$ cat src/rtl/core/mahd_pkg.sv
// ---------------------------------------------------------------------------
// mahd_pkg
// Shared types, field widths and lookup tables for the audio header decoder.
// ---------------------------------------------------------------------------
package mahd_pkg;

	localparam int BR_W   = 9;
	localparam int SR_W   = 16;
	localparam int LEN_W  = 12;
	localparam int NUM_W  = 26;
	localparam int QUO_W  = 12;
	localparam int DIV_W  = NUM_W + 2;
	localparam int DIV_STAGES = QUO_W;
	localparam int K_W    = 18;
	localparam int PROD_W = BR_W + K_W;

	localparam int FIFO_DEPTH_DEF = 4;

	localparam logic [10:0] SYNC_WORD = 11'h7FF;

	localparam logic [3:0] BRI_FREE = 4'd0;
	localparam logic [3:0] BRI_BAD  = 4'd15;

	localparam logic [1:0] VER_MPEG1 = 2'd0;
	localparam logic [1:0] LAYER_1   = 2'd0;
	localparam logic [1:0] LAYER_3   = 2'd2;
	localparam logic [1:0] MAP_RSV   = 2'd0;

	localparam logic [2:0] TBL_LSF_L1  = 3'd3;
	localparam logic [2:0] TBL_LSF_L23 = 3'd4;

	localparam logic [K_W-1:0] K_L1     = 18'd12000;
	localparam logic [K_W-1:0] K_L23    = 18'd144000;
	localparam logic [K_W-1:0] K_L3_LSF = 18'd72000;

	typedef enum logic [1:0] {
		ST_OK      = 2'd0,
		ST_NOSYNC  = 2'd1,
		ST_BADHDR  = 2'd2,
		ST_RSVRATE = 2'd3
	} status_t;

	typedef struct packed {
		status_t            status;
		logic [1:0]         version;
		logic [1:0]         layer;
		logic [BR_W-1:0]    bitrate;
		logic [SR_W-1:0]    samp_freq;
		logic               padding;
		logic               crc_flag;
		logic [1:0]         chan_mode;
		logic [1:0]         mode_extension;
		logic [NUM_W-1:0]   numer;
	} mahd_item_t;

	// version id code -> 1 + version, zero when reserved
	localparam logic [1:0] VER_MAP [4] = '{2'd3, 2'd0, 2'd2, 2'd1};
	// layer code -> 1 + layer, zero when reserved
	localparam logic [1:0] LAY_MAP [4] = '{2'd0, 2'd3, 2'd2, 2'd1};

	localparam logic [BR_W-1:0] BR_TAB [5][16] = '{
		'{9'd0, 9'd32, 9'd64, 9'd96, 9'd128, 9'd160, 9'd192, 9'd224,
		  9'd256, 9'd288, 9'd320, 9'd352, 9'd384, 9'd416, 9'd448, 9'd0},
		'{9'd0, 9'd32, 9'd48, 9'd56, 9'd64, 9'd80, 9'd96, 9'd112,
		  9'd128, 9'd160, 9'd192, 9'd224, 9'd256, 9'd320, 9'd384, 9'd0},
		'{9'd0, 9'd32, 9'd40, 9'd48, 9'd56, 9'd64, 9'd80, 9'd96,
		  9'd112, 9'd128, 9'd160, 9'd192, 9'd224, 9'd256, 9'd320, 9'd0},
		'{9'd0, 9'd32, 9'd48, 9'd56, 9'd64, 9'd80, 9'd96, 9'd112,
		  9'd128, 9'd144, 9'd160, 9'd176, 9'd192, 9'd224, 9'd256, 9'd0},
		'{9'd0, 9'd8, 9'd16, 9'd24, 9'd32, 9'd40, 9'd48, 9'd56,
		  9'd64, 9'd80, 9'd96, 9'd112, 9'd128, 9'd144, 9'd160, 9'd0}
	};

	localparam logic [SR_W-1:0] SR_TAB [3][4] = '{
		'{16'd44100, 16'd48000, 16'd32000, 16'd0},
		'{16'd22050, 16'd24000, 16'd16000, 16'd0},
		'{16'd11025, 16'd12000, 16'd8000,  16'd0}
	};

endpackage

$ cat src/rtl/core/mpeg_audio_header_decode.sv
// ---------------------------------------------------------------------------
// mpeg_audio_header_decode
// Audio frame header decoder: sync and code checks, table lookups and frame
// length through a decode front, a short queue and a pipelined divider.
// ---------------------------------------------------------------------------
// throughput: one header per cycle while out_ready is high, set by the
//   12-stage divider that resolves one quotient bit per stage
// reset clears the valid bits, queue pointers and queue count only; no clearing pass
// ---------------------------------------------------------------------------
module mpeg_audio_header_decode
	import mahd_pkg::*;
#(
	parameter int FIFO_DEPTH = FIFO_DEPTH_DEF
) (
	input  logic             clk,
	input  logic             arst_n,
	input  logic             in_valid,
	output logic             in_ready,
	input  logic [31:0]      header_word,
	output logic             out_valid,
	input  logic             out_ready,
	output logic [1:0]       status,
	output logic [1:0]       version,
	output logic [1:0]       layer,
	output logic [BR_W-1:0]  bitrate_kbps,
	output logic [SR_W-1:0]  samp_freq_hz,
	output logic             padding,
	output logic             crc_flag,
	output logic [1:0]       chan_mode,
	output logic [1:0]       mode_extension,
	output logic [LEN_W-1:0] frame_length_bytes
);

	logic       fifo_full;
	logic       fifo_empty;
	logic       fifo_push;
	logic       fifo_pop;
	mahd_item_t push_item;
	mahd_item_t head_item;
	mahd_item_t res_item;

	mahd_front u_front (
		.clk         (clk),
		.arst_n      (arst_n),
		.in_valid    (in_valid),
		.in_ready    (in_ready),
		.header_word (header_word),
		.q_full      (fifo_full),
		.q_push      (fifo_push),
		.q_item      (push_item)
	);

	mahd_fifo #(
		.DEPTH (FIFO_DEPTH)
	) u_fifo (
		.clk       (clk),
		.arst_n    (arst_n),
		.push      (fifo_push),
		.push_item (push_item),
		.full      (fifo_full),
		.pop       (fifo_pop),
		.head_item (head_item),
		.empty     (fifo_empty)
	);

	mahd_back u_back (
		.clk       (clk),
		.arst_n    (arst_n),
		.head_item (head_item),
		.head_vld  (!fifo_empty),
		.pop       (fifo_pop),
		.out_item  (res_item),
		.out_len   (frame_length_bytes),
		.out_vld   (out_valid),
		.out_rdy   (out_ready)
	);

	assign status         = res_item.status;
	assign version        = res_item.version;
	assign layer          = res_item.layer;
	assign bitrate_kbps   = res_item.bitrate;
	assign samp_freq_hz   = res_item.samp_freq;
	assign padding        = res_item.padding;
	assign crc_flag       = res_item.crc_flag;
	assign chan_mode      = res_item.chan_mode;
	assign mode_extension = res_item.mode_extension;

	a_err_no_len: assert property (@(posedge clk) disable iff (!arst_n)
		out_valid && status != ST_OK |-> frame_length_bytes == '0)
		else $error("frame length nonzero on error status");

	a_nosync_zero: assert property (@(posedge clk) disable iff (!arst_n)
		out_valid && status == ST_NOSYNC |-> bitrate_kbps == '0 && version == '0)
		else $error("fields not cleared on missing sync");

	a_ok_rates: assert property (@(posedge clk) disable iff (!arst_n)
		out_valid && status == ST_OK |-> bitrate_kbps != '0 && samp_freq_hz != '0)
		else $error("zero rate on ok status");

	a_stall_full: assert property (@(posedge clk) disable iff (!arst_n)
		!in_ready |-> fifo_full)
		else $error("input stalled while queue has room");

endmodule

$ cat src/rtl/core/mahd_front.sv
// ---------------------------------------------------------------------------
// mahd_front
// Accepts header beats, checks sync and reserved codes, looks up bitrate and
// sample rate and forms the frame length numerator into a register stage.
// ---------------------------------------------------------------------------
module mahd_front
	import mahd_pkg::*;
(
	input  logic        clk,
	input  logic        arst_n,
	input  logic        in_valid,
	output logic        in_ready,
	input  logic [31:0] header_word,
	input  logic        q_full,
	output logic        q_push,
	output mahd_item_t  q_item
);

	logic       hdr_vld_s1;
	mahd_item_t item_s1;
	mahd_item_t dec_item;

	assign in_ready = !hdr_vld_s1 || !q_full;
	assign q_push   = hdr_vld_s1 && !q_full;
	assign q_item   = item_s1;

	always_comb begin
		logic [1:0]        vmap;
		logic [1:0]        lmap;
		logic [3:0]        bri;
		logic [1:0]        ver;
		logic [1:0]        lay;
		logic [2:0]        tbl;
		logic [BR_W-1:0]   br;
		logic [SR_W-1:0]   sr;
		logic [K_W-1:0]    kc;
		logic [PROD_W-1:0] prod;
		vmap = VER_MAP[header_word[20:19]];
		lmap = LAY_MAP[header_word[18:17]];
		bri  = header_word[15:12];
		ver  = vmap - 2'd1;
		lay  = lmap - 2'd1;
		if (ver == VER_MPEG1) begin
			tbl = {1'b0, lay};
		end else if (lay == LAYER_1) begin
			tbl = TBL_LSF_L1;
		end else begin
			tbl = TBL_LSF_L23;
		end
		br = BR_TAB[tbl][bri];
		sr = SR_TAB[ver][header_word[11:10]];
		if (lay == LAYER_1) begin
			kc = K_L1;
		end else if (lay == LAYER_3 && ver != VER_MPEG1) begin
			kc = K_L3_LSF;
		end else begin
			kc = K_L23;
		end
		prod = PROD_W'(br) * PROD_W'(kc);
		dec_item = '0;
		priority if (header_word[31:21] != SYNC_WORD) begin
			dec_item.status = ST_NOSYNC;
		end else if (bri == BRI_FREE || bri == BRI_BAD || vmap == MAP_RSV ||
				lmap == MAP_RSV) begin
			dec_item.status = ST_BADHDR;
		end else begin
			dec_item.status         = (sr == '0) ? ST_RSVRATE : ST_OK;
			dec_item.version        = ver;
			dec_item.layer          = lay;
			dec_item.bitrate        = br;
			dec_item.samp_freq      = sr;
			dec_item.padding        = header_word[9];
			dec_item.crc_flag       = header_word[16];
			dec_item.chan_mode      = header_word[7:6];
			dec_item.mode_extension = header_word[5:4];
			dec_item.numer          = prod[NUM_W-1:0];
		end
	end

	always_ff @(posedge clk or negedge arst_n) begin
		if (!arst_n) begin
			hdr_vld_s1 <= 1'b0;
		end else if (in_valid && in_ready) begin
			hdr_vld_s1 <= 1'b1;
		end else if (q_push) begin
			hdr_vld_s1 <= 1'b0;
		end
	end

	always_ff @(posedge clk) begin
		if (in_valid && in_ready) begin
			item_s1 <= dec_item;
		end
	end

endmodule

$ cat src/rtl/core/mahd_fifo.sv
// ---------------------------------------------------------------------------
// mahd_fifo
// Short queue of decoded headers between the decode front and the divider.
// ---------------------------------------------------------------------------
module mahd_fifo
	import mahd_pkg::*;
#(
	parameter int DEPTH = FIFO_DEPTH_DEF
) (
	input  logic       clk,
	input  logic       arst_n,
	input  logic       push,
	input  mahd_item_t push_item,
	output logic       full,
	input  logic       pop,
	output mahd_item_t head_item,
	output logic       empty
);

	localparam int PTR_W = (DEPTH > 1) ? $clog2(DEPTH) : 1;
	localparam int CNT_W = $clog2(DEPTH + 1);

	mahd_item_t       mem_q [DEPTH];
	logic [PTR_W-1:0] wr_ptr_q;
	logic [PTR_W-1:0] rd_ptr_q;
	logic [CNT_W-1:0] cnt_q;

	assign full      = (cnt_q == CNT_W'(DEPTH));
	assign empty     = (cnt_q == '0);
	assign head_item = mem_q[rd_ptr_q];

	always_ff @(posedge clk or negedge arst_n) begin
		if (!arst_n) begin
			wr_ptr_q <= '0;
			rd_ptr_q <= '0;
			cnt_q    <= '0;
		end else begin
			if (push) begin
				wr_ptr_q <= (wr_ptr_q == PTR_W'(DEPTH - 1)) ? '0 : wr_ptr_q + 1'b1;
			end
			if (pop) begin
				rd_ptr_q <= (rd_ptr_q == PTR_W'(DEPTH - 1)) ? '0 : rd_ptr_q + 1'b1;
			end
			if (push && !pop) begin
				cnt_q <= cnt_q + 1'b1;
			end else if (pop && !push) begin
				cnt_q <= cnt_q - 1'b1;
			end
		end
	end

	always_ff @(posedge clk) begin
		if (push) begin
			mem_q[wr_ptr_q] <= push_item;
		end
	end

endmodule

$ cat src/rtl/core/mahd_back.sv
// ---------------------------------------------------------------------------
// mahd_back
// Restoring divider pipeline, one quotient bit per stage, then the padding
// and layer scaling into the output register.
// ---------------------------------------------------------------------------
module mahd_back
	import mahd_pkg::*;
(
	input  logic             clk,
	input  logic             arst_n,
	input  mahd_item_t       head_item,
	input  logic             head_vld,
	output logic             pop,
	output mahd_item_t       out_item,
	output logic [LEN_W-1:0] out_len,
	output logic             out_vld,
	input  logic             out_rdy
);

	logic                  adv;
	logic                  vld_s  [DIV_STAGES];
	mahd_item_t            item_s [DIV_STAGES];
	logic [NUM_W-1:0]      rem_s  [DIV_STAGES];
	logic [QUO_W-1:0]      quo_s  [DIV_STAGES];

	mahd_item_t            st_item [DIV_STAGES+1];
	logic [NUM_W-1:0]      st_rem  [DIV_STAGES+1];
	logic [QUO_W-1:0]      st_quo  [DIV_STAGES+1];
	logic [DIV_STAGES:0]   st_vld;

	logic                  out_vld_q;
	mahd_item_t            out_item_q;
	logic [LEN_W-1:0]      out_len_q;
	logic [LEN_W:0]        len_sum;
	logic [LEN_W-1:0]      len_val;

	assign adv = !out_vld_q || out_rdy;
	assign pop = adv && head_vld;

	assign st_item[0] = head_item;
	assign st_rem[0]  = head_item.numer;
	assign st_quo[0]  = '0;
	assign st_vld[0]  = head_vld;

	for (genvar k = 0; k < DIV_STAGES; k++) begin : g_stage
		logic [DIV_W-1:0] dsh;
		logic [DIV_W-1:0] diff;
		logic             take;

		assign dsh  = DIV_W'(st_item[k].samp_freq) << (QUO_W - 1 - k);
		assign diff = DIV_W'(st_rem[k]) - dsh;
		assign take = !diff[DIV_W-1];

		always_ff @(posedge clk or negedge arst_n) begin
			if (!arst_n) begin
				vld_s[k] <= 1'b0;
			end else if (adv) begin
				vld_s[k] <= st_vld[k];
			end
		end

		always_ff @(posedge clk) begin
			if (adv) begin
				item_s[k] <= st_item[k];
				rem_s[k]  <= take ? diff[NUM_W-1:0] : st_rem[k];
				quo_s[k]  <= {st_quo[k][QUO_W-2:0], take};
			end
		end

		assign st_item[k+1] = item_s[k];
		assign st_rem[k+1]  = rem_s[k];
		assign st_quo[k+1]  = quo_s[k];
		assign st_vld[k+1]  = vld_s[k];
	end

	always_comb begin
		len_sum = {1'b0, st_quo[DIV_STAGES]} + (LEN_W + 1)'(st_item[DIV_STAGES].padding);
		if (st_item[DIV_STAGES].status != ST_OK) begin
			len_val = '0;
		end else if (st_item[DIV_STAGES].layer == LAYER_1) begin
			len_val = {len_sum[LEN_W-3:0], 2'b00};
		end else begin
			len_val = len_sum[LEN_W-1:0];
		end
	end

	always_ff @(posedge clk or negedge arst_n) begin
		if (!arst_n) begin
			out_vld_q <= 1'b0;
		end else if (adv) begin
			out_vld_q <= st_vld[DIV_STAGES];
		end
	end

	always_ff @(posedge clk) begin
		if (adv) begin
			out_item_q <= st_item[DIV_STAGES];
			out_len_q  <= len_val;
		end
	end

	assign out_vld  = out_vld_q;
	assign out_item = out_item_q;
	assign out_len  = out_len_q;

endmodule

$ cat config.mk
export PLATFORM = sky130hd
export DESIGN_NAME = mpeg_audio_header_decode
export DESIGN_NICKNAME = d
export VERILOG_FILES = /design/src/rtl/core/mahd_pkg.sv /design/src/rtl/core/mpeg_audio_header_decode.sv /design/src/rtl/core/mahd_front.sv /design/src/rtl/core/mahd_fifo.sv /design/src/rtl/core/mahd_back.sv
export SDC_FILE = /design/constraint.sdc
export NUM_CORES = 1
export LEC_CHECK = 0
export ABC_AREA = 1
export BUFFER_PORTS_ARGS = -buffer_cell sky130_fd_sc_hd__buf_4
export CORE_ASPECT_RATIO = 1.75
export CORE_MARGIN = 5
export CORE_UTILIZATION = 60
export CTS_CLUSTER_SIZE = 16
export DETAILED_ROUTE_END_ITERATION = 10
export PLACE_DENSITY = 0.8
export SETUP_SLACK_MARGIN = 0.4
export SLEW_MARGIN = 15
export SYNTH_ARGS = -nofsm -noshare
export SYNTH_HDL_FRONTEND = slang
export SYNTH_HIERARCHICAL = 1
export SYNTH_SLANG_ARGS = --single-unit
$ cat constraint.sdc
create_clock -name clk -period 46 [get_ports clk]
set_input_delay 4.6 -clock clk [delete_from_list [all_inputs] [get_ports clk]]
set_output_delay 4.6 -clock clk [all_outputs]
set_load 0.02 [all_outputs]
== Word level (Yosys, flattened, before mapping) ==
Memory sizes are Yosys's and may differ from the RTL's.
Index checks and enable logic that the tools add are counted.

* Bits in registers: 133
* Bits of input ports: 36
* Logic and storage cells: 170
* Bits in read-only memories: 1152
* Memories: 5
* Memory bits (writable): 1464

{| class="wikitable"
|+ Memories
! name !! depth !! width !! rd ports !! clocked after Yosys merged registers in !! wr ports !! line !! source
|-
| (name not given) || 8 || 144 || 1 || 0 || 0 || mahd_front.sv:50 || <nowiki>br = BR_TAB[tbl][bri];</nowiki>
|-
| u_back.item_s || 12 || 63 || 12 || 0 || 12 || mahd_back.sv:22 || <nowiki>mahd_item_t item_s [DIV_STAGES];</nowiki>
|-
| u_back.rem_s || 12 || 26 || 11 || 0 || 12 || mahd_back.sv:23 || <nowiki>logic [NUM_W-1:0] rem_s [DIV_STAGES];</nowiki>
|-
| u_fifo.mem_q || 4 || 63 || 1 || 0 || 1 || mahd_fifo.sv:23 || <nowiki>mahd_item_t mem_q [DEPTH];</nowiki>
|-
| u_back.quo_s || 12 || 12 || 12 || 0 || 12 || mahd_back.sv:24 || <nowiki>logic [QUO_W-1:0] quo_s [DIV_STAGES];</nowiki>
|}

* Order comparisons: 6
* Mux-type cells: 46
* Bitwise logic cells: 6
* Multiply operators: 1
* Reduce and logical (&&, ||, !) cells: 43
* Eq/ne operators: 6
* $add $sub $neg: 19

{| class="wikitable"
|+ Operator list
! cell !! number
|-
| $mux W26 || 12
|-
| $mux W144 || 2
|-
| $bmux W64 S2 || 1
|-
| $mux W64 || 2
|-
| $bmux W9 S4 || 1
|-
| $mux W18 || 2
|-
| $bmux W16 S2 || 1
|-
| $mux W16 || 2
|-
| $sub A26 B27 Y28 || 1
|-
| $sub A26 B16 Y27 || 1
|-
| $sub A26 B17 Y27 || 1
|-
| $sub A26 B18 Y27 || 1
|-
| $sub A26 B19 Y27 || 1
|-
| $sub A26 B20 Y27 || 1
|-
| $sub A26 B21 Y27 || 1
|-
| $sub A26 B22 Y27 || 1
|-
| $sub A26 B23 Y27 || 1
|-
| $sub A26 B24 Y27 || 1
|-
| $sub A26 B25 Y27 || 1
|-
| $sub A26 B26 Y27 || 1
|-
| $mul A9 B18 Y26 || 1
|-
| $logic_not A1 Y1 || 18
|-
| $mux W9 || 2
|-
| $logic_not A16 Y1 || 1
|-
| other kinds (27) || 70
|}

== Logic depth before layout (Yosys ltp) ==
Gate-level depths: netlist of the first run.

* Depth after elaboration: 16
* Depth in mapped cells: 34
* Depth with buffers taken out: 34

== By module ==
The synthesis of the first run kept the hierarchy.

{| class="wikitable"
|+ By module, submodules not included
! module !! sequential area each (um2) !! cells each !! area an instance (um2) !! times used
|-
| mahd_back || 34227.8 || 4531 || 50628.6 || 1
|-
| mahd_fifo || 7742.4 || 786 || 11058.1 || 1
|-
| mahd_front || 1526.5 || 583 || 4966.0 || 1
|-
| mpeg_audio_header_decode || 0.0 || 1 || 3.8 || 1
|}

== Least setup slack after synthesis of the first run ==
No wires, ideal clock.

* Path kind: input to register
* Start: input port out_ready
* End: memory u_back/item_s[0][0] (netlist name) (enable)
* Slack: 8.876 ns
* Stages: 3
* Arrival time: 35.192 ns
* Data required time: 44.068 ns
* Library setup time: 1.932 ns
* Path buffers: 1
* Cell sequence: nor2_1 -> inv_1 -> buf_1

{| class="wikitable"
|+ RTL lines
! item !! line !! source
|-
| start, declared || mpeg_audio_header_decode.sv:21 || <nowiki>input logic out_ready,</nowiki>
|-
| end, declared || mahd_back.sv:22 ||
|}

== Worst setup path after layout of the first run ==
* Start: input port header_word[17]
* End: register u_front.item_s1 (netlist bit u_front/q_item[24]) (data pin)

* Longest elaborated chain between the ends: 16
* Elaborated cells between the ends (all ways): 23

{| class="wikitable"
|+ RTL lines
! item !! line !! source
|-
| start, declared || mpeg_audio_header_decode.sv:19 || <nowiki>input logic [31:0] header_word,</nowiki>
|-
| $not A2 Y3 (implied by the code) * || mahd_front.sv:39 || <nowiki>lmap = LAY_MAP[header_word[18:17]];</nowiki>
|-
| $bmux W2 S2 * || mahd_front.sv:39 ||
|-
| $mux W2 (implied by the code) * (2 in a row) || mahd_front.sv:39 ||
|-
| $sub A2 B1 Y2 || mahd_front.sv:42 || <nowiki>lay = lmap - 2'd1;</nowiki>
|-
| $logic_not A2 Y1 || mahd_front.sv:45, mahd_front.sv:52 ||
|-
| $mux W3 || mahd_front.sv:45 || <nowiki>end else if (lay == LAYER_1) begin</nowiki>
|-
| $mux W3 || mahd_front.sv:43 || <nowiki>if (ver == VER_MPEG1) begin</nowiki>
|-
| $not A3 Y4 (implied by the code) || mahd_front.sv:50 ||
|-
| $mem_v2 Z8 W144 || -- ||
|-
| $mux W144 (implied by the code) (2 in a row) || mahd_front.sv:50 ||
|-
| $bmux W9 S4 || mahd_front.sv:50 ||
|-
| $mux W9 (implied by the code) (2 in a row) || mahd_front.sv:50 ||
|-
| $mul A9 B18 Y26 || mahd_front.sv:59 || <nowiki>prod = PROD_W'(br) * PROD_W'(kc);</nowiki>
|-
| end signal, assigned || mahd_front.sv:92 || <nowiki>item_s1 <= dec_item;</nowiki>
|-
| end, declared || mahd_front.sv:20 || <nowiki>mahd_item_t item_s1;</nowiki>
|}

Every way passes the cells marked *; elsewhere a longest branch is shown, timed or not. The select of a mux whose other input is x is not followed.
A chain may end at the register's enable or synchronous reset.

==> results.sh, run 1 <==
export IMPL_crit_arrival_ns=10.36
export IMPL_period_share=0.215
export IMPL_ios=87
export IMPL_holdBufCountCts=0
export IMPL_gp_congestion=0.976
export IMPL_postRouteWirelength_um=134000
export IMPL_layout_core_utilization=0.658
export IMPL_hold_path_class="flip-flop to flip-flop"
export IMPL_clkLatencyLatePin_ns=0.73
export IMPL_ant_nets=0
export IMPL_die_y_um=423
export IMPL_cpMaxStageDelayCell="fa_1"
export IMPL_n_fill_cell=7307
export IMPL_hold_slack_ns=0.388
export IMPL_dp_cells=6944
export IMPL_antenna_found_initial=1
export IMPL_worstMarginPinSlew_ns=1.19
export IMPL_fp_dieArea_um2=104000
export IMPL_max_freq_mhz=101
export IMPL_slew_viol_final=0
export IMPL_finalNonFillerCells=7133
export IMPL_via_per_inst=5.36
export IMPL_relSlewSlack=0.202
export IMPL_cts_resized_gates=0
export IMPL_final_nets=6081
export IMPL_vias=38200
export IMPL_cp_max_fo=10
export IMPL_drtPass1Iterations=7
export IMPL_grt_util_all_layers=0.259
export IMPL_cts_htree_levels=3
export IMPL_r2r_slack_ns=40.43
export IMPL_cts_made_buffers=101
export IMPL_rows=151
export IMPL_drtIter0Drc=2090
export IMPL_dp_hpwl_um=99400
export IMPL_cp_end_kind="flip-flop"
export IMPL_period_needed_ns=9.89
export IMPL_synth_warning_count=6
export IMPL_post_cts_buffers=0
export IMPL_grt_pass1_wl_um=207000
export IMPL_slowest_delay_ns=0.52
export IMPL_cts_tree="done"
export IMPL_outcome="finished, final reports clean"
export IMPL_die_w_um=246
export IMPL_rsz0062_at_grt="no"
export IMPL_drc=0
export IMPL_criticalPathCategory="input pin to flip-flop"
export IMPL_setup_tns_ns=0
export IMPL_synth_cell_area_um2=58500
export IMPL_area_growth_pct=8.88
export IMPL_crit_top_cell="inv_1"
export IMPL_cts_root_buf="clkbuf_16"
export IMPL_clock_path_buffers=3
export IMPL_skew_ns=0.0608
export IMPL_clkTransAtPathRegs_ns=0.06
export IMPL_cts_sinks=1180
export IMPL_hold_violations=0
export IMPL_drv_cap=0
export IMPL_io_buffers=81
export IMPL_grt_pass1_vias=40200
export IMPL_start_kind="input pin"
export IMPL_grt_max_degree=175
export IMPL_netlist_instances=5629
export IMPL_gr_total_overflow=0
export IMPL_coreArea_um2=96700
export IMPL_start_util=0.605
export IMPL_drive_gt1_frac=0.0775
export IMPL_setup_viol=0
export IMPL_cp_required_ns=46.47
export IMPL_post_drt_wl_per_cell_um=18.8
export IMPL_synth_avg_cell_area_um2=10.4
==> layer usage <==
layer | GRT usage | part of all wire | vias to the layer above
met5 | 0 | 0 | -
met4 | 0.235 | 0.11 | 0
met3 | 0.0347 | 0.034 | 563
met2 | 0.510 | 0.56 | 959
met1 | 0.211 | 0.29 | 17900
li1 | - | - | 18800
==> placed cells by master, fill, tap and decap left out, drive strengths merged, types with 3 or more instances in the layout <==
cell type,instances
nand2,1694
nor4,6
o21a,5
nor2,388
and2,11
bufinv,14
buf,100
nor3,47
o211ai,128
a21o,4
nand3,273
edfxtp,1159
nand4,40
clkinv,98
xor2,46
o22ai,6
inv,886
xnor2,60
ha,253
a21boi,3
clkinvlp,5
fa,45
conb,14
a21oi,174
or2,7
o21ai,155
dfrtp,21
clkbuf,115
o21bai,7
a31oi,7
nand3b,55
==> worst paths after layout <==
kind,from,endpoint,cells after the start
setup / recovery,header_word[17],u_front/q_item[24],34
hold / removal,u_back/item_s[4][60],u_back/item_s[4][123],0
setup reg to reg,u_fifo/rd_ptr_q[0],u_back/rem_s[0][21],19
hold reg to reg,u_back/item_s[4][60],u_back/item_s[4][123],0
max in group asynchronous,arst_n,u_fifo/rd_ptr_q[1],1
min in group asynchronous,arst_n,u_front/hdr_vld_s1,1
==> sequential cells by signal (all words and copies together), names as in the netlist, 2 cells and up <==
register and flops:
u_fifo/wr_ptr_q 2, u_back/out_len 12, u_front/q_item 50, u_fifo/mem_q 252, u_back/quo_s 78, u_back/out_item 37, u_fifo/rd_ptr_q 2, u_back/item_s 510
u_fifo/cnt_q 3, u_back/rem_s 220, u_back/st_vld 12
==> metrics by stage <==
step / setup slack [ns] / instance area, µm²
finish: 36.11 / 63700
global route: 35.64 / 63700
CTS: 36.19 / 63700
detailed placement: 35.41 / 60200
global placement: 35.48 / 60200
floorplan: 16.53 / 58500
==> critical path, delay by kind of cell <==
family / cells / cell delay, ns
adders and majority gates: 8 / 2.71
and+or+nand+nor: 11 / 1.55
AOI/OAI and AO/OA: 5 / 0.65
buffers and inverters: 10 / 0.85
==> cell type report <==
cell class                 count  area [µm²]  share of cell area
clock buffer                 115        2620              0.0412
sequential                  1180       35300               0.555
clock inverter                73         835              0.0131
tap                         1300        1630              0.0255
inverter                     930        3510              0.0551
antenna                        1        2.50           0.0000393
timing repair buffer         100         776              0.0122
multi-input combinational   3434       19000               0.298
Power of run 1 is left out: the tool's default activity adds up to more than one toggle a clock period on the data nets, which glitch-free logic cannot reach.
==> inputs of run 2 (changes only) <==
- clock period: 46 -> 10 ns (I/O delays scaled with it)
==> run 2 against run 1 <==
Effect of this change:
- worst setup slack worse by 32 ns
- clock skew rose by 0.0029 ns
- global-route usage is 0.86 points higher
- wire length rose by 3.0%
- flip-flop and latch count is the same
- die area unchanged
- register-to-register slack worse by 35 ns
- via count grew 0.33%
- count of clock-buffer cells in the layout rose by 8
- cell count is essentially flat
- first-iteration DRC count is 7.4% higher
- critical path type unchanged
- critical endpoint unchanged
- highest routed layer is now met5
==> results.sh, run 2 (synthesized netlist as in run 1, its figures left out) <==
export IMPL_cpMaxStageDelayCell="fa_1"
export IMPL_grt_pass1_wl_um=212000
export IMPL_cts_resized_gates=0
export IMPL_clkLatencyLatePin_ns=0.75
export IMPL_coreArea_um2=96700
export IMPL_clock_path_buffers=3
export IMPL_antenna_cells=0
export IMPL_criticalPathCategory="input pin to flip-flop"
export IMPL_cts_htree_levels=3
export IMPL_area_growth_pct=9.06
export IMPL_crit_top_cell="inv_1"
export IMPL_cts_sinks=1180
export IMPL_outcome="finished, final reports clean"
export IMPL_post_cts_buffers=0
export IMPL_worstMarginPinSlew_ns=1.16
export IMPL_clkTransAtPathRegs_ns=0.07
export IMPL_dpl_worst_slack_ns=3.07
export IMPL_gr_total_overflow=0
export IMPL_drive_gt1_frac=0.0800
export IMPL_ios=87
export IMPL_grt_util_all_layers=0.267
export IMPL_via_per_inst=5.37
export IMPL_dp_hpwl_um=103000
export IMPL_mostFrequentLayoutCells="nand2_1, edfxtp_1, inv_1, nor2_1, nand3_1"
export IMPL_ant_nets=0
export IMPL_grt_max_degree=222
export IMPL_fp_dieArea_um2=104000
export IMPL_die_y_um=423
export IMPL_layout_setup_ws_ns=3.82
export IMPL_drtPass1Iterations=5
export IMPL_holdBufCountCts=0
export IMPL_gp_congestion=0.975
export IMPL_cts_made_buffers=103
export IMPL_slowest_delay_ns=0.51
export IMPL_die_w_um=246
export IMPL_hold_path_class="input pin to async pin"
export IMPL_hold_violations=0
export IMPL_max_freq_mhz=162
export IMPL_setup_tns_ns=0
export IMPL_relSlewSlack=0.225
export IMPL_drc=0
export IMPL_drv_cap=0
export IMPL_drtIter0Drc=2244
export IMPL_postRouteWirelength_um=138000
export IMPL_period_needed_ns=6.18
export IMPL_io_buffers=81
export IMPL_start_kind="input pin"
export IMPL_hold_slack_ns=0.139
export IMPL_setup_viol=0
export IMPL_r2r_slack_ns=5.12
export IMPL_rsz0062_at_grt="no"
export IMPL_cp_max_fo=10
export IMPL_final_nets=6085
export IMPL_top_register="u_back/item_s"
export IMPL_post_drt_wl_per_cell_um=19.3
export IMPL_skew_ns=0.0637
export IMPL_antenna_found_initial=1
export IMPL_period_share=0.618
export IMPL_cts_root_buf="clkbuf_16"
export IMPL_cp_end_kind="flip-flop"
export IMPL_cp_required_ns=10.49
export IMPL_slew_viol_final=0
export IMPL_vias=38400
export IMPL_cts_tree="done"
export IMPL_rows=151
export IMPL_largest_reg_flops=510
export IMPL_largestRegisters="u_back/item_s: 510 flops, u_fifo/mem_q: 252 flops, u_back/rem_s: 220 flops"
export IMPL_grt_pass1_vias=40000
export IMPL_final_common_cell="nand2_1"
export IMPL_crit_arrival_ns=6.67
export IMPL_start_util=0.605
==> run 2: layout make-up <==
type,count,area [µm²]
flip-flops and latches,1180,35300
repair buffers,102,791
fillers,7370,32900
clock buffers,123,2670
inverters,930,3510
multi-input cells,3434,19000
clock inverters,71,877
well taps,1300,1630
==> run 2: worst paths after layout <==
kind	from	endpoint	cells after the start
worst max-delay path	header_word[17]	u_front/q_item[24]	34
worst min-delay path	arst_n	u_back/st_vld[5]	1
worst max register to register	u_fifo/rd_ptr_q[1]	u_back/rem_s[0][18]	12
worst min register to register	u_back/item_s[1][67]	u_back/item_s[2][4]	0
max in group asynchronous	arst_n	u_fifo/rd_ptr_q[1]	1
min in group clk	u_back/item_s[1][67]	u_back/item_s[2][4]	0
==> run 2: worst max-delay path, delay by kind of cell <==
family | cells | cell delay, ns
AOI/OAI and AO/OA | 5 | 0.64
and+or+nand+nor | 11 | 1.49
buffers and inverters | 10 | 0.84
adders and majority gates | 8 | 2.70
==> run 2: routing by layer <==
metal  vias to the layer above  track usage  share of wire
met1                     17900        0.223           0.29
met4                         2        0.235           0.11
met3                       566       0.0388          0.037
met2                      1024        0.524           0.56
met5                         -            0        0.00011
li1                      18800            -              -
==> run 2: through the flow <==
step	std cells	instance area, µm²	util
CTS	7140	63800	0.659
finish	7140	63800	0.659
floorplan	5642	58500	-
global placement	6946	60200	0.623
detailed placement	6946	60200	0.623
global route	7140	63800	0.659
Power of run 2 is left out for the same reason.
